$ cat src/hw/rtl/stramp_pkg.sv
// ----------------------------------------------------------------------------
// stramp_pkg: shared types and constants of the trapezoidal step-rate ramp
// Action codes, register indexes, drive states and fixed field widths.
// ----------------------------------------------------------------------------
`timescale 1ns / 1ps
`default_nettype none

package stramp_pkg;

    localparam int ACTION_WIDTH    = 3;
    localparam int STATUS_WIDTH    = 2;
    localparam int CURRENT_WIDTH   = 12;
    localparam int CFG_INDEX_WIDTH = 3;

    // Reset values of the configuration registers
    localparam int SLOW_PERIOD_RST  = 2000;
    localparam int FAST_PERIOD_RST  = 200;
    localparam int RAMP_STEP_RST    = 10;
    localparam logic [CURRENT_WIDTH-1:0] RUN_CURRENT_RST  = 12'd1000;
    localparam logic [CURRENT_WIDTH-1:0] STOP_CURRENT_RST = 12'd200;

    typedef enum logic [ACTION_WIDTH-1:0] {
        ACT_MOVE  = 3'd0,
        ACT_RUN   = 3'd1,
        ACT_TICK  = 3'd2,
        ACT_PULSE = 3'd3,
        ACT_BRAKE = 3'd4
    } action_t;

    typedef enum logic [CFG_INDEX_WIDTH-1:0] {
        REG_SLOW_PERIOD  = 3'd0,
        REG_FAST_PERIOD  = 3'd1,
        REG_RAMP_STEP    = 3'd2,
        REG_RUN_CURRENT  = 3'd3,
        REG_STOP_CURRENT = 3'd4
    } cfg_reg_t;

    // Drive state, one-hot
    typedef enum logic [3:0] {
        DRV_STOPPED = 4'b0001,
        DRV_ACCEL   = 4'b0010,
        DRV_CRUISE  = 4'b0100,
        DRV_BRAKE   = 4'b1000
    } drive_state_t;

    // Reported status codes
    localparam logic [STATUS_WIDTH-1:0] STATUS_STOPPED = 2'd0;
    localparam logic [STATUS_WIDTH-1:0] STATUS_ACCEL   = 2'd1;
    localparam logic [STATUS_WIDTH-1:0] STATUS_CRUISE  = 2'd2;
    localparam logic [STATUS_WIDTH-1:0] STATUS_BRAKE   = 2'd3;

    function automatic logic [STATUS_WIDTH-1:0] encode_status(input drive_state_t st);
        logic [STATUS_WIDTH-1:0] code;
        unique case (st)
            DRV_STOPPED: code = STATUS_STOPPED;
            DRV_ACCEL:   code = STATUS_ACCEL;
            DRV_CRUISE:  code = STATUS_CRUISE;
            DRV_BRAKE:   code = STATUS_BRAKE;
            default:     code = STATUS_STOPPED;
        endcase
        return code;
    endfunction

endpackage

`default_nettype wire

$ cat src/hw/rtl/stramp_if.sv
// ----------------------------------------------------------------------------
// stramp_if: item channels of the step-rate ramp
// Command channel (action and move arguments) and result channel (drive view).
// ----------------------------------------------------------------------------
`timescale 1ns / 1ps
`default_nettype none

interface stramp_in_if #(
    parameter int COUNT_WIDTH = 24
) ();
    logic                                 valid;
    logic                                 ready;
    logic [stramp_pkg::ACTION_WIDTH-1:0]  action;
    logic [COUNT_WIDTH-1:0]               step_count;
    logic                                 move_dir;

    modport source (output valid, output action, output step_count, output move_dir,
                    input ready);
    modport sink   (input valid, input action, input step_count, input move_dir,
                    output ready);
endinterface

interface stramp_out_if #(
    parameter int PERIOD_WIDTH = 16
) ();
    logic                                  valid;
    logic                                  ready;
    logic [PERIOD_WIDTH-1:0]               step_period;
    logic [stramp_pkg::STATUS_WIDTH-1:0]   motor_status;
    logic                                  dir_out;
    logic [stramp_pkg::CURRENT_WIDTH-1:0]  current_setpoint;
    logic                                  pulses_on;
    logic                                  ramp_ticks_on;

    modport source (output valid, output step_period, output motor_status, output dir_out,
                    output current_setpoint, output pulses_on, output ramp_ticks_on,
                    input ready);
    modport sink   (input valid, input step_period, input motor_status, input dir_out,
                    input current_setpoint, input pulses_on, input ramp_ticks_on,
                    output ready);
endinterface

`default_nettype wire

$ cat src/hw/rtl/stramp_core.sv
// ----------------------------------------------------------------------------
// stramp_core: ramp state and its combinational update
// Holds the drive state and applies one action per enabled cycle; the
// updated state is also presented so the caller can register it as a result.
// ----------------------------------------------------------------------------
`timescale 1ns / 1ps
`default_nettype none

module stramp_core #(
    parameter int COUNT_WIDTH  = 24,
    parameter int PERIOD_WIDTH = 16
) (
    input  wire logic                                 clk,
    input  wire logic                                 rst_n,
    input  wire logic                                 en,
    input  wire stramp_pkg::action_t                  action,
    input  wire logic [COUNT_WIDTH-1:0]               step_count,
    input  wire logic                                 move_dir,
    input  wire logic [PERIOD_WIDTH-1:0]              slow_period,
    input  wire logic [PERIOD_WIDTH-1:0]              fast_period,
    input  wire logic [PERIOD_WIDTH-1:0]              ramp_step,
    input  wire logic [stramp_pkg::CURRENT_WIDTH-1:0] run_current,
    input  wire logic [stramp_pkg::CURRENT_WIDTH-1:0] stop_current,
    output logic [PERIOD_WIDTH-1:0]                   period_next,
    output logic [stramp_pkg::STATUS_WIDTH-1:0]       status_code_next,
    output logic                                      dir_next,
    output logic [stramp_pkg::CURRENT_WIDTH-1:0]      current_next,
    output logic                                      pulse_run_next,
    output logic                                      tick_run_next
);
    import stramp_pkg::*;

    drive_state_t              status_reg, status_next;
    logic [PERIOD_WIDTH-1:0]   period_reg;
    logic [COUNT_WIDTH-1:0]    total_reg, total_next;
    logic [COUNT_WIDTH-1:0]    passed_reg, passed_next;
    logic [COUNT_WIDTH-1:0]    accel_reg, accel_next;
    logic [COUNT_WIDTH-1:0]    count_reg, count_next;
    logic [COUNT_WIDTH-1:0]    limit_reg, limit_next;
    logic                      free_reg, free_next;
    logic                      dir_reg;
    logic [CURRENT_WIDTH-1:0]  current_reg;
    logic                      pulse_run_reg;
    logic                      tick_run_reg;

    logic                      start_drive;
    logic                      halt_drive;
    logic [PERIOD_WIDTH:0]     fast_plus_step;
    logic [PERIOD_WIDTH:0]     period_plus_step;
    logic [COUNT_WIDTH:0]      total_plus_one;
    logic [COUNT_WIDTH+1:0]    brake_margin;
    logic [COUNT_WIDTH-1:0]    passed_at_cruise;
    logic [COUNT_WIDTH-1:0]    passed_at_limit;
    logic [CURRENT_WIDTH-1:0]  drive_current;

    // Ramp arithmetic, one adder or compare deep each
    assign fast_plus_step   = {1'b0, fast_period} + {1'b0, ramp_step};
    assign period_plus_step = {1'b0, period_reg} + {1'b0, ramp_step};
    assign total_plus_one   = {1'b0, total_reg} + {{COUNT_WIDTH{1'b0}}, 1'b1};
    assign brake_margin     = ({2'b00, count_reg} + (COUNT_WIDTH+2)'(2)) << 1;
    assign passed_at_cruise = passed_reg + count_reg;
    assign passed_at_limit  = passed_reg + limit_reg;
    assign drive_current    = (run_current < stop_current) ? stop_current : run_current;

    always_comb
    begin
        status_next    = status_reg;
        period_next    = period_reg;
        total_next     = total_reg;
        passed_next    = passed_reg;
        accel_next     = accel_reg;
        count_next     = count_reg;
        limit_next     = limit_reg;
        free_next      = free_reg;
        dir_next       = dir_reg;
        current_next   = current_reg;
        pulse_run_next = pulse_run_reg;
        tick_run_next  = tick_run_reg;
        start_drive    = 1'b0;
        halt_drive     = 1'b0;

        case (action)
            ACT_MOVE:
            begin
                total_next  = step_count - COUNT_WIDTH'(1);
                limit_next  = step_count - COUNT_WIDTH'(1);
                passed_next = '0;
                count_next  = '0;
                dir_next    = move_dir;
                free_next   = 1'b0;
                start_drive = 1'b1;
            end
            ACT_RUN:
            begin
                free_next   = 1'b1;
                start_drive = 1'b1;
            end
            ACT_TICK:
            begin
                if (tick_run_reg && status_reg == DRV_ACCEL)
                begin
                    if ({1'b0, period_reg} <= fast_plus_step)
                    begin
                        accel_next    = count_reg;
                        passed_next   = passed_at_cruise;
                        period_next   = fast_period;
                        status_next   = DRV_CRUISE;
                        tick_run_next = 1'b0;
                        // braking point: total + 1 - 2 * (accel + 2), floored at zero
                        if ({1'b0, total_plus_one} > brake_margin)
                            limit_next = COUNT_WIDTH'({1'b0, total_plus_one} - brake_margin);
                        else
                            limit_next = '0;
                    end
                    else
                    begin
                        period_next = period_reg - ramp_step;
                    end
                end
                else if (tick_run_reg && status_reg == DRV_BRAKE)
                begin
                    if (period_plus_step >= {1'b0, slow_period})
                    begin
                        period_next = slow_period;
                        if (free_reg)
                            halt_drive = 1'b1;
                        else
                            tick_run_next = 1'b0;
                    end
                    else
                    begin
                        period_next = period_plus_step[PERIOD_WIDTH-1:0];
                    end
                end
            end
            ACT_PULSE:
            begin
                if (pulse_run_reg)
                begin
                    if (count_reg >= limit_reg)
                    begin
                        count_next = '0;
                        if (!free_reg && status_reg == DRV_CRUISE)
                        begin
                            passed_next   = passed_at_limit;
                            limit_next    = (total_reg > passed_at_limit)
                                          ? (total_reg - passed_at_limit) : '0;
                            status_next   = DRV_BRAKE;
                            tick_run_next = 1'b1;
                        end
                        else if (!free_reg && status_reg == DRV_BRAKE)
                        begin
                            halt_drive = 1'b1;
                        end
                    end
                    else
                    begin
                        count_next = count_reg + COUNT_WIDTH'(1);
                    end
                end
            end
            ACT_BRAKE:
            begin
                if (status_reg != DRV_STOPPED)
                begin
                    status_next   = DRV_BRAKE;
                    tick_run_next = 1'b1;
                end
            end
            default:
            begin
            end
        endcase

        if (start_drive)
        begin
            period_next    = slow_period;
            current_next   = drive_current;
            status_next    = DRV_ACCEL;
            pulse_run_next = 1'b1;
            tick_run_next  = 1'b1;
        end

        if (halt_drive)
        begin
            pulse_run_next = 1'b0;
            tick_run_next  = 1'b0;
            current_next   = stop_current;
            status_next    = DRV_STOPPED;
            count_next     = '0;
            total_next     = '0;
            passed_next    = '0;
            accel_next     = '0;
        end
    end

    assign status_code_next = encode_status(status_next);

    always_ff @(posedge clk or negedge rst_n)
    begin
        if (!rst_n)
        begin
            status_reg    <= DRV_STOPPED;
            period_reg    <= PERIOD_WIDTH'(SLOW_PERIOD_RST);
            total_reg     <= '0;
            passed_reg    <= '0;
            accel_reg     <= '0;
            count_reg     <= '0;
            limit_reg     <= '0;
            free_reg      <= 1'b0;
            dir_reg       <= 1'b0;
            current_reg   <= STOP_CURRENT_RST;
            pulse_run_reg <= 1'b0;
            tick_run_reg  <= 1'b0;
        end
        else if (en)
        begin
            status_reg    <= status_next;
            period_reg    <= period_next;
            total_reg     <= total_next;
            passed_reg    <= passed_next;
            accel_reg     <= accel_next;
            count_reg     <= count_next;
            limit_reg     <= limit_next;
            free_reg      <= free_next;
            dir_reg       <= dir_next;
            current_reg   <= current_next;
            pulse_run_reg <= pulse_run_next;
            tick_run_reg  <= tick_run_next;
        end
    end

endmodule

`default_nettype wire

$ cat src/hw/rtl/stepper_trapezoid_ramp_top.sv
// ----------------------------------------------------------------------------
// stepper_trapezoid_ramp_top: trapezoidal step-rate ramp generator
// Turns move, run, ramp-tick, step-pulse and brake items into the drive's
// step period, status, direction, current setpoint and timer enables.
// ----------------------------------------------------------------------------
// Usage:
//   cmd  - command items (action, step_count, move_dir), valid/ready.
//   rsp  - one result item per command: the drive state after that command.
//   cfg_we/cfg_index/cfg_data - register writes (slow/fast period, ramp step,
//          run and stop current); write only while no item is in flight.
// An accepted item sits in the input register; when it advances, the ramp
// update loads the result register, which presents it on rsp. One item per
// cycle is sustained while rsp is not stalled; each update is a single pass
// of adders and comparators on the held state, so consecutive items chain
// through the state registers without a bubble.
// Reset clears both item stages, stops the drive with the period at the
// slow value and the current at the stop level, and restores the register
// defaults. When the receiver stalls the result register holds, the input
// register takes one more item and then cmd.ready drops until rsp drains.
// ----------------------------------------------------------------------------
`timescale 1ns / 1ps
`default_nettype none

module stepper_trapezoid_ramp_top #(
    parameter int COUNT_WIDTH  = 24,
    parameter int PERIOD_WIDTH = 16
) (
    input  wire logic                                   clk,
    input  wire logic                                   rst_n,
    stramp_in_if.sink                                   cmd,
    stramp_out_if.source                                rsp,
    input  wire logic                                   cfg_we,
    input  wire logic [stramp_pkg::CFG_INDEX_WIDTH-1:0] cfg_index,
    input  wire logic [((PERIOD_WIDTH > stramp_pkg::CURRENT_WIDTH)
                        ? PERIOD_WIDTH : stramp_pkg::CURRENT_WIDTH)-1:0] cfg_data
);
    import stramp_pkg::*;

    // Configuration registers
    logic [PERIOD_WIDTH-1:0]   slow_period_reg;
    logic [PERIOD_WIDTH-1:0]   fast_period_reg;
    logic [PERIOD_WIDTH-1:0]   ramp_step_reg;
    logic [CURRENT_WIDTH-1:0]  run_current_reg;
    logic [CURRENT_WIDTH-1:0]  stop_current_reg;

    // Input stage
    logic                      in_valid_reg;
    logic [ACTION_WIDTH-1:0]   action_reg;
    logic [COUNT_WIDTH-1:0]    step_count_reg;
    logic                      move_dir_reg;

    // Result stage
    logic                      out_valid_reg;
    logic [PERIOD_WIDTH-1:0]   step_period_reg;
    logic [STATUS_WIDTH-1:0]   motor_status_reg;
    logic                      dir_out_reg;
    logic [CURRENT_WIDTH-1:0]  current_setpoint_reg;
    logic                      pulses_on_reg;
    logic                      ramp_ticks_on_reg;

    // Updated drive view from the core
    logic [PERIOD_WIDTH-1:0]   period_next;
    logic [STATUS_WIDTH-1:0]   status_code_next;
    logic                      dir_next;
    logic [CURRENT_WIDTH-1:0]  current_next;
    logic                      pulse_run_next;
    logic                      tick_run_next;

    logic                      advance;
    logic                      take_cmd;

    // Advance the held item when the result register is free or being drained
    assign advance  = in_valid_reg && (!out_valid_reg || rsp.ready);
    assign cmd.ready = !in_valid_reg || advance;
    assign take_cmd = cmd.valid && cmd.ready;

    // Register writes; an unknown index is dropped
    always_ff @(posedge clk or negedge rst_n)
    begin
        if (!rst_n)
        begin
            slow_period_reg  <= PERIOD_WIDTH'(SLOW_PERIOD_RST);
            fast_period_reg  <= PERIOD_WIDTH'(FAST_PERIOD_RST);
            ramp_step_reg    <= PERIOD_WIDTH'(RAMP_STEP_RST);
            run_current_reg  <= RUN_CURRENT_RST;
            stop_current_reg <= STOP_CURRENT_RST;
        end
        else if (cfg_we)
        begin
            unique case (cfg_reg_t'(cfg_index))
                REG_SLOW_PERIOD:  slow_period_reg  <= cfg_data[PERIOD_WIDTH-1:0];
                REG_FAST_PERIOD:  fast_period_reg  <= cfg_data[PERIOD_WIDTH-1:0];
                REG_RAMP_STEP:    ramp_step_reg    <= cfg_data[PERIOD_WIDTH-1:0];
                REG_RUN_CURRENT:  run_current_reg  <= cfg_data[CURRENT_WIDTH-1:0];
                REG_STOP_CURRENT: stop_current_reg <= cfg_data[CURRENT_WIDTH-1:0];
                default:
                begin
                end
            endcase
        end
    end

    // Input register: hold the item until the core takes it
    always_ff @(posedge clk or negedge rst_n)
    begin
        if (!rst_n)
            in_valid_reg <= 1'b0;
        else if (take_cmd)
            in_valid_reg <= 1'b1;
        else if (advance)
            in_valid_reg <= 1'b0;
    end

    always_ff @(posedge clk)
    begin
        if (take_cmd)
        begin
            action_reg     <= cmd.action;
            step_count_reg <= cmd.step_count;
            move_dir_reg   <= cmd.move_dir;
        end
    end

    stramp_core #(
        .COUNT_WIDTH  (COUNT_WIDTH),
        .PERIOD_WIDTH (PERIOD_WIDTH)
    ) u_core (
        .clk              (clk),
        .rst_n            (rst_n),
        .en               (advance),
        .action           (action_t'(action_reg)),
        .step_count       (step_count_reg),
        .move_dir         (move_dir_reg),
        .slow_period      (slow_period_reg),
        .fast_period      (fast_period_reg),
        .ramp_step        (ramp_step_reg),
        .run_current      (run_current_reg),
        .stop_current     (stop_current_reg),
        .period_next      (period_next),
        .status_code_next (status_code_next),
        .dir_next         (dir_next),
        .current_next     (current_next),
        .pulse_run_next   (pulse_run_next),
        .tick_run_next    (tick_run_next)
    );

    // Result register: capture the updated view, hold it while stalled
    always_ff @(posedge clk or negedge rst_n)
    begin
        if (!rst_n)
            out_valid_reg <= 1'b0;
        else if (advance)
            out_valid_reg <= 1'b1;
        else if (rsp.ready)
            out_valid_reg <= 1'b0;
    end

    always_ff @(posedge clk)
    begin
        if (advance)
        begin
            step_period_reg      <= period_next;
            motor_status_reg     <= status_code_next;
            dir_out_reg          <= dir_next;
            current_setpoint_reg <= current_next;
            pulses_on_reg        <= pulse_run_next;
            ramp_ticks_on_reg    <= tick_run_next;
        end
    end

    assign rsp.valid            = out_valid_reg;
    assign rsp.step_period      = step_period_reg;
    assign rsp.motor_status     = motor_status_reg;
    assign rsp.dir_out          = dir_out_reg;
    assign rsp.current_setpoint = current_setpoint_reg;
    assign rsp.pulses_on        = pulses_on_reg;
    assign rsp.ramp_ticks_on    = ramp_ticks_on_reg;

endmodule

`default_nettype wire

$ cat src/flat_wrapper.sv
// flat-port wrapper written by rule: the top's interface ports become plain ports
module stepper_trapezoid_ramp_top_flat import stramp_pkg::*;
#(
    parameter int COUNT_WIDTH  = 24,
    parameter int PERIOD_WIDTH = 16
)
  (clk, rst_n, cfg_we, cfg_index, cfg_data, cmd_valid, cmd_action, cmd_step_count, cmd_move_dir, cmd_ready, rsp_valid, rsp_step_period, rsp_motor_status, rsp_dir_out, rsp_current_setpoint, rsp_pulses_on, rsp_ramp_ticks_on, rsp_ready);
  stramp_in_if #(.COUNT_WIDTH(COUNT_WIDTH)) cmd_i ();
  stramp_out_if #(.PERIOD_WIDTH(PERIOD_WIDTH)) rsp_i ();
  input  wire logic clk;
  input  wire logic rst_n;
  input  wire logic cfg_we;
  input  wire logic [stramp_pkg::CFG_INDEX_WIDTH-1:0] cfg_index;
  input  wire logic [((PERIOD_WIDTH > stramp_pkg::CURRENT_WIDTH)
                        ? PERIOD_WIDTH : stramp_pkg::CURRENT_WIDTH)-1:0] cfg_data;
  input wire logic [$bits(cmd_i.valid)-1:0] cmd_valid;
  input wire logic [$bits(cmd_i.action)-1:0] cmd_action;
  input wire logic [$bits(cmd_i.step_count)-1:0] cmd_step_count;
  input wire logic [$bits(cmd_i.move_dir)-1:0] cmd_move_dir;
  output wire logic [$bits(cmd_i.ready)-1:0] cmd_ready;
  output wire logic [$bits(rsp_i.valid)-1:0] rsp_valid;
  output wire logic [$bits(rsp_i.step_period)-1:0] rsp_step_period;
  output wire logic [$bits(rsp_i.motor_status)-1:0] rsp_motor_status;
  output wire logic [$bits(rsp_i.dir_out)-1:0] rsp_dir_out;
  output wire logic [$bits(rsp_i.current_setpoint)-1:0] rsp_current_setpoint;
  output wire logic [$bits(rsp_i.pulses_on)-1:0] rsp_pulses_on;
  output wire logic [$bits(rsp_i.ramp_ticks_on)-1:0] rsp_ramp_ticks_on;
  input wire logic [$bits(rsp_i.ready)-1:0] rsp_ready;
  assign cmd_i.valid = cmd_valid;
  assign cmd_i.action = cmd_action;
  assign cmd_i.step_count = cmd_step_count;
  assign cmd_i.move_dir = cmd_move_dir;
  assign cmd_ready = cmd_i.ready;
  assign rsp_valid = rsp_i.valid;
  assign rsp_step_period = rsp_i.step_period;
  assign rsp_motor_status = rsp_i.motor_status;
  assign rsp_dir_out = rsp_i.dir_out;
  assign rsp_current_setpoint = rsp_i.current_setpoint;
  assign rsp_pulses_on = rsp_i.pulses_on;
  assign rsp_ramp_ticks_on = rsp_i.ramp_ticks_on;
  assign rsp_i.ready = rsp_ready;
  stepper_trapezoid_ramp_top #(.COUNT_WIDTH(COUNT_WIDTH), .PERIOD_WIDTH(PERIOD_WIDTH)) u_core (.clk(clk), .rst_n(rst_n), .cmd(cmd_i), .rsp(rsp_i), .cfg_we(cfg_we), .cfg_index(cfg_index), .cfg_data(cfg_data));
endmodule
$ cat config.mk
export PLATFORM = sky130hd
export DESIGN_NAME = stepper_trapezoid_ramp_top_flat
export DESIGN_NICKNAME = d
export VERILOG_FILES = /design/src/hw/rtl/stramp_pkg.sv /design/src/hw/rtl/stramp_if.sv /design/src/hw/rtl/stramp_core.sv /design/src/hw/rtl/stepper_trapezoid_ramp_top.sv /design/src/flat_wrapper.sv
export SDC_FILE = /design/constraint.sdc
export NUM_CORES = 1
export LEC_CHECK = 0
export BUFFER_PORTS_ARGS = -buffer_cell sky130_fd_sc_hd__clkbuf_2
export CORE_ASPECT_RATIO = 0.9
export CORE_UTILIZATION = 40
export DETAILED_ROUTE_END_ITERATION = 8
export HOLD_SLACK_MARGIN = 0.12
export PLACE_DENSITY = 0.67
export SYNTH_ARGS = -nofsm -noshare
export SYNTH_HDL_FRONTEND = slang
export SYNTH_SLANG_ARGS = --single-unit
export TNS_END_PERCENT = 50
$ cat constraint.sdc
create_clock -name clk -period 6.34 [get_ports clk]
set_input_delay 0.317 -clock clk [delete_from_list [all_inputs] [get_ports clk]]
set_output_delay 0.317 -clock clk [all_outputs]
set_load 0.1 [all_outputs]
==> results.cfg, run 1 <==
[run_status]
outcome = finished, final reports clean

[timing]
timing.final.hold_violations = 0
final-max-slew-violation-count = 0
fmax_mhz = 166
fin_skew_ns = 0.0252
setup_viol = 0
final_period_minus_worst_setup_slack_ns = 6.03
summed_negative_setup_slack_over_all_endpoints_ns = 0
grt_setup_unrepaired = no
fin_worst_hold_slack_ns = 0.146
tightestPinTransition_ns = 1.28
final_min_period_over_clock_period_pct = 95.1
relSlewSlack_pct = 12.7

[grt]
globalRouteTotalUtil_pct = 25.1
grt_start_max_net_pins = 111
grt_pass1_wl_um = 107000
grt_pass1_vias = 18900
number_of_antenna_violations_at_the_first_check_in_global_routing = 0
grt_overflow = 0

[worst_setup_path]
start_kind = flop
timing.critical_path.slowest_stage_cell = dfstp_2
slowest_delay_ns = 0.62
worst_ep_arrival_time_ns = 6.45
critPathCaptureType = flop
worst-r2r-cell-count = 20
crit_reg_reg_endpoint = u_core.u_core.passed_reg[10]$_DFFE_PN0P_
setup.worst_path.class = reg2reg
critical_path_required_ns = 6.76
critical_path.cell_chain = inv_1 -> ha_1 -> nor2b_1 -> o311ai_1 -> a21oi_1 -> a221o_1 -> a221o_1 -> a221oi_4 -> xnor2_1 -> ha_1 -> o21a_1 -> o211ai_1 -> a21oi_1 -> or4_4 -> nor3_4 -> a21o_2 -> nand3_4 -> a31oi_4 -> buf_4 -> mux2_1
timing.critical_path.to = u_core.u_core.passed_reg[10]$_DFFE_PN0P_
reg2reg_slack_ns = 0.31
r2r-start = u_core.ramp_step_reg[1]$_DFFE_PN1P_
timing.critical_path.fanout_max = 16
worstSetupStartpoint = u_core.ramp_step_reg[1]$_DFFE_PN1P_

[finish]
layout_common_cells = 212 x ha_1, 207 x nand2_1, 197 x o21ai_0
layoutNonFillerInstCount = 3259
final_common_cell = ha_1
layout-drive-gt1-share_pct = 12.3
filler_cell_count = 5064
design.final.nets = 2807
final_design_area_no_fill_um2 = 24300
areaGrowthSynthToFinish_pct = 13.3
insertedDiodeCount = 0

[die]
start_util_pct = 40.5
die_h_um = 222
rows = 80
core_region_area_um2 = 53100
die_width_um = 246
ioPinCount = 87
die_area_um2 = 54700

[detailed_routing]
drtPass1Iterations = 6
detailroute.via_count = 19700
finalWirelength_um = 68500
via_density_per_instance = 6.03
first_iter_violations = 2000
drtAntennaViolNets = 0
avgRoutedWirePerCell_um = 21.0
drc = 0

[placed_design]
detailedPlacementHpwl_um = 51400
port_buffers = 86
postPlaceCellArea_um2 = 22800
final_replace_weighted_congestion = 0.977
placed_cells = 3151

[yosys]
synth-edff-count = 61
synth_largest_type_area_fraction_pct = 20.5
synth.yosys.warnings = 0
synth.top_cells.by_area = dfrtp_1 20%, ha_1 12%, edfxtp_1 8.5%, xnor2_1 4.6%, o21ai_0 4.6%
register_area_share_after_synthesis_pct = 32.7
synth_area_um2 = 21500
synthesis.nets = 2682
number_of_storage_elements_in_the_synthesis_netlist = 267
netlist-cell-type-count = 104
synth-main-ff-cell = dfrtp_1
synth.avg_cell_area_um2 = 8.91
post_synth_inst_count = 2411
yosys_top_cell_by_area = dfrtp_1
async_set_or_reset_flop_fraction_in_the_synthesized_netlist_pct = 77.2

[clock_tree]
cts_buffers = 35
clk_transition_reported_paths_ns = 0.06
post_cts_resize_count = 0
cts_root_buf = clkbuf_16
h_tree_depth = 2
clockBufferDepth = 3
clock_latency_ns = 0.56
tritoncts_clock_tree = done
post-cts-setup-buffer-count = 0
clock-sinks = 267

[min_path]
worst_hold_path.num_cells = 3
min_delay_worst_type = in2reg

[power_and_ir_drop]
total_power_w = 0.0119
vdd_drop_max_mv = 0.254
power-per-cell-area_nw_per_um2 = 487
power_leakage_nw = 10.4

[run]
drv.max_cap_violation_count = 0
## area by class of cell
class | instances | area, um2 | share of cell area (%)
Tap cell | 697 | 872 | 3.58
Sequential cell | 267 | 7020 | 28.9
Multi-Input combinational cell | 1930 | 13600 | 55.9
Clock buffer | 47 | 972 | 3.99
Timing Repair Buffer | 179 | 1250 | 5.14
Inverter | 123 | 462 | 1.90
Clock inverter | 16 | 145 | 0.596
## layer usage
metal	part of all wire [%]	GRT usage, %	vias to the layer above
li1	-	-	9164
met1	47	37.1	9480
met4	3.5	9.28	0
met2	42	36.5	866
met5	0	0	-
met3	8.0	3.73	142
## worst min-delay path by stage
stage / slack, ns / to / startpoint
after floorplan: 0.02 / u_core.fast_period_reg[0]$_DFFE_PN0P_ / rst_n
after global placement: 0.45 / u_core.u_core.dir_reg$_DFFE_PN0P_ / u_core.move_dir_reg$_DFFE_PP_
after detailed placement: 0.47 / u_core.u_core.current_reg[1]$_DFFE_PN0P_ / u_core.u_core.current_reg[1]$_DFFE_PN0P_
after CTS: 0.12 / u_core.slow_period_reg[8]$_DFFE_PN1P_ / cfg_data[8]
after global routing: 0.16 / u_core.slow_period_reg[8]$_DFFE_PN1P_ / cfg_data[8]
final: 0.15 / u_core.slow_period_reg[10]$_DFFE_PN1P_ / cfg_data[10]
## per-stage QoR
stage | util (%) | setup WS [ns]
3_5_place_dp | 42.9 | 0.492
6_report | 45.9 | 0.312
3_3_place_gp | 42.9 | 0.616
2_1_floorplan | - | 1.24
4_1_cts | 45.9 | 0.418
5_1_grt | 45.9 | 0.0310
## kinds of logic after synthesis
group,Yosys count,share of synthesized area (%)
AOI/OAI and AO/OA,748,23.0
and+or+nand+nor,704,15.8
DFF,267,32.7
adders and majority gates,219,13.0
buffers and inverters,214,4.05
xor gates and xnor gates,175,7.13
muxes,84,4.24
## synthesized netlist by cell type (8+ instances only)
cell type,n
o41ai_1,8
nand3_1,70
o21ai_1,10
or2_2,9
a211oi_1,33
buf_2,24
xor2_1,61
nand4_1,22
nand2b_1,33
nor2_1,172
mux2_1,11
clkbuf_1,59
mux2i_1,27
dfstp_2,30
nor3_1,51
o21ai_0,197
mux2_2,46
inv_1,119
ha_1,212
o211ai_1,20
o22a_1,8
nand2_1,208
or3_1,17
dfrtp_1,176
a31oi_1,30
nor4_1,15
o21bai_1,20
xnor2_1,114
o2bb2ai_1,26
o21a_1,18
o31ai_1,23
a21o_1,48
nor2b_1,30
a22oi_1,28
and3_1,32
a21oi_1,156
edfxtp_1,61
o22ai_1,22
## worst max-delay path, delay by kind of cell, from the launching register on
kind            cells  cell delay, ns
compound gates     10            2.72
simple gates        4            1.13
flops               1            0.62
fa+ha+maj           2            0.56
mux                 1            0.35
buf+inv             2            0.31
xor+xnor            1            0.20
## power by group
group,switching (W),internal (W)
combinational,0.00441,0.00277
clock,0.000813,0.00116
sequential,0.000467,0.00224
total,0.00569,0.00617
## repair_timing
action	in CTS	in global routing
endpoints found under the hold margin	187	0
hold buffers	45	0
setup endpoints to repair	0	0
Note: power is estimated with default switching activity, not from simulation.
==> run 2, diff against run 1 <==
--- a/config.mk
+++ b/config.mk
@@ -6,11 +6,13 @@
 export NUM_CORES = 1
 export LEC_CHECK = 0
 export BUFFER_PORTS_ARGS = -buffer_cell sky130_fd_sc_hd__clkbuf_2
+export CELL_PAD_IN_SITES_DETAIL_PLACEMENT = 0
+export CELL_PAD_IN_SITES_GLOBAL_PLACEMENT = 1
 export CORE_ASPECT_RATIO = 0.9
 export CORE_UTILIZATION = 40
 export DETAILED_ROUTE_END_ITERATION = 8
 export HOLD_SLACK_MARGIN = 0.12
-export PLACE_DENSITY = 0.67
+export PLACE_DENSITY = 0.8
 export SYNTH_ARGS = -nofsm -noshare
 export SYNTH_HDL_FRONTEND = slang
 export SYNTH_SLANG_ARGS = --single-unit
==> run 2 against run 1 <==
Net effect:
- sequential power about the same
- die area unchanged
- first-iteration DRC count down 5.1%
- maximum frequency up 3.7%
- final area about the same
- sequential share of layout area about the same
==> results.cfg, run 2 (synthesis results as in run 1) <==
[detailed_routing]
drtPass1Iterations = 5
drtAntennaViolNets = 0
first_iter_violations = 1899
via_density_per_instance = 6.06
drc = 0
avgRoutedWirePerCell_um = 22.1
finalWirelength_um = 71700
detailroute.via_count = 19700

[power_and_ir_drop]
vdd_drop_max_mv = 0.252
intPower_w = 0.00623
combPwrFrac_pct = 60.3
share_seq_of_total_power_pct = 22.7
power_leakage_nw = 10.4
power.switching_w = 0.00578
clock_power_share_pct = 17.0
swShare_pct = 48.1
power-per-cell-area_nw_per_um2 = 494

[die]
die_h_um = 222
core_region_area_um2 = 53100
start_util_pct = 40.5
rows = 80
die_area_um2 = 54700
die_width_um = 246
ioPinCount = 87

[worst_setup_path]
worst_ep_arrival_time_ns = 6.24
critPathCaptureType = flop
reg2reg_slack_ns = 0.53
critical_path.n_buffers_inverters = 2
start_kind = flop
setup.worst_path.class = reg2reg
r2r-start = u_core.ramp_step_reg[1]$_DFFE_PN1P_
critical-path-top-delay-family = compound AO/OA/AOI/OAI gates
timing.critical_path.slowest_stage_cell = dfstp_2
timing.critical_path.fanout_max = 16
worstSetupPathDepth = 20
critical_path.cell_chain = inv_1 -> ha_1 -> nor2b_1 -> o311ai_1 -> a21oi_1 -> a221o_1 -> a221o_1 -> a221oi_4 -> xnor2_1 -> ha_1 -> o21a_1 -> o211ai_1 -> a21oi_1 -> or4_4 -> nor3_4 -> a21o_2 -> nand3_4 -> a31oi_4 -> buf_4 -> mux2_1
worst-r2r-cell-count = 20
crit_reg_reg_endpoint = u_core.u_core.passed_reg[18]$_DFFE_PN0P_
critical_path_required_ns = 6.77
slowest_delay_ns = 0.62

[clock_tree]
clock-sinks = 267
clk_transition_reported_paths_ns = 0.06
post-cts-setup-buffer-count = 0
clock_latency_ns = 0.57
clockBufferDepth = 3
cts_buffers = 34
h_tree_depth = 2
cts_root_buf = clkbuf_16
post_cts_resize_count = 0
postCtsHoldBufs = 45
tritoncts_clock_tree = done

[min_path]
worst_hold_path.endpoint = u_core.slow_period_reg[11]$_DFFE_PN0P_
min_delay_worst_type = in2reg
worst_hold_path.num_cells = 3
hold_path.startpoint = cfg_data[11]

[grt]
globalRouteTotalUtil_pct = 26.2
number_of_antenna_violations_at_the_first_check_in_global_routing = 1
grt_start_max_net_pins = 78
grt_pass1_wl_um = 111000
grt_overflow = 0
grt_pass1_vias = 18800

[timing]
setup_viol = 0
final_period_minus_worst_setup_slack_ns = 5.81
grt_setup_unrepaired = no
final-max-slew-violation-count = 0
relSlewSlack_pct = 19.8
fmax_mhz = 172
tightestPinTransition_ns = 1.20
summed_negative_setup_slack_over_all_endpoints_ns = 0
final_min_period_over_clock_period_pct = 91.7
timing.final.hold_violations = 0
fin_skew_ns = 0.0291
post-route-worst-setup-slack_ns = 0.526

[run]
drv.max_cap_violation_count = 0

[placed_design]
post-place-ws_ns = 0.623
final_replace_weighted_congestion = 0.963
postPlaceCellArea_um2 = 22700
placed_cells = 3144
detailedPlacementHpwl_um = 54500
port_buffers = 86

[finish]
design.final.nets = 2799
layoutNonFillerInstCount = 3250
final_design_area_no_fill_um2 = 24300
layout_common_cells = 212 x ha_1, 208 x nand2_1, 197 x o21ai_0
insertedDiodeCount = 0
final_common_cell = ha_1
areaGrowthSynthToFinish_pct = 13.3
layout-drive-gt1-share_pct = 12.0
finalCoreUtilization_pct = 45.9

[run_status]
outcome = finished, final reports clean
[run 2: worst register-to-register path, stage by stage (launching register included)]
cell and delay, ns:
dfstp_2 0.62, inv_1 0.09, ha_1 0.29, nor2b_1 0.05, o311ai_1 0.49, a21oi_1 0.19, a221o_1 0.39, a221o_1 0.36
a221oi_4 0.29, xnor2_1 0.19, ha_1 0.27, o21a_1 0.19, o211ai_1 0.22, a21oi_1 0.06, or4_4 0.44, nor3_4 0.18
a21o_2 0.23, nand3_4 0.24, a31oi_4 0.24, buf_4 0.27, mux2_1 0.36
[run 2: final cells by class]
class | instances | area [um2]
Multi-Input combinational cell | 1930 | 13600
Sequential cell | 267 | 7020
Clock inverter | 13 | 169
Timing Repair Buffer | 172 | 1210
Tap cell | 697 | 872
Inverter | 123 | 462
Clock buffer | 48 | 985
Fill cell | 5085 | 28700
[run 2: worst max path at each step]
stage                                        startpoint                                  endpoint  slack [ns]
floorplan           u_core.ramp_step_reg[1]$_DFFE_PN1P_  u_core.u_core.passed_reg[10]$_DFFE_PN0P_        1.24
global placement    u_core.ramp_step_reg[0]$_DFFE_PN0P_  u_core.u_core.passed_reg[20]$_DFFE_PN0P_        0.72
detailed placement  u_core.ramp_step_reg[1]$_DFFE_PN1P_  u_core.u_core.passed_reg[18]$_DFFE_PN0P_        0.62
CTS                 u_core.ramp_step_reg[1]$_DFFE_PN1P_   u_core.u_core.passed_reg[9]$_DFFE_PN0P_        0.59
global route        u_core.ramp_step_reg[0]$_DFFE_PN0P_   u_core.u_core.limit_reg[23]$_DFFE_PN0P_        0.13
finish              u_core.ramp_step_reg[1]$_DFFE_PN1P_  u_core.u_core.passed_reg[18]$_DFFE_PN0P_        0.53
[run 2: stage by stage]
step	hold WS, ns	total power, W
2_1_floorplan	0.0214	0.00782
3_3_place_gp	0.351	0.00961
3_5_place_dp	0.346	0.00977
4_1_cts	0.132	0.0119
5_1_grt	0.138	0.0128
6_report	0.144	0.0120
[run 2: power by group through the flow]
stage / registers, W / clock network, W / logic [W]
floorplan: 0.00287 / 0 / 0.00496
global placement: 0.00273 / 0 / 0.00688
detailed placement: 0.00274 / 0 / 0.00703
CTS: 0.00271 / 0.00207 / 0.00710
global route: 0.00278 / 0.00213 / 0.00790
finish: 0.00273 / 0.00204 / 0.00725
[run 2: routing by layer]
metal  wire length (um)  share of wire (%)  GRT usage (%)  up-vias
li1                   -                  -              -     9127
met1              34300                 48           39.8     9627
met2              29600                 41           37.2      833
met3               6220                8.7           5.02      105
met4               1650                2.3           7.17        2
met5                 11              0.015              0        -
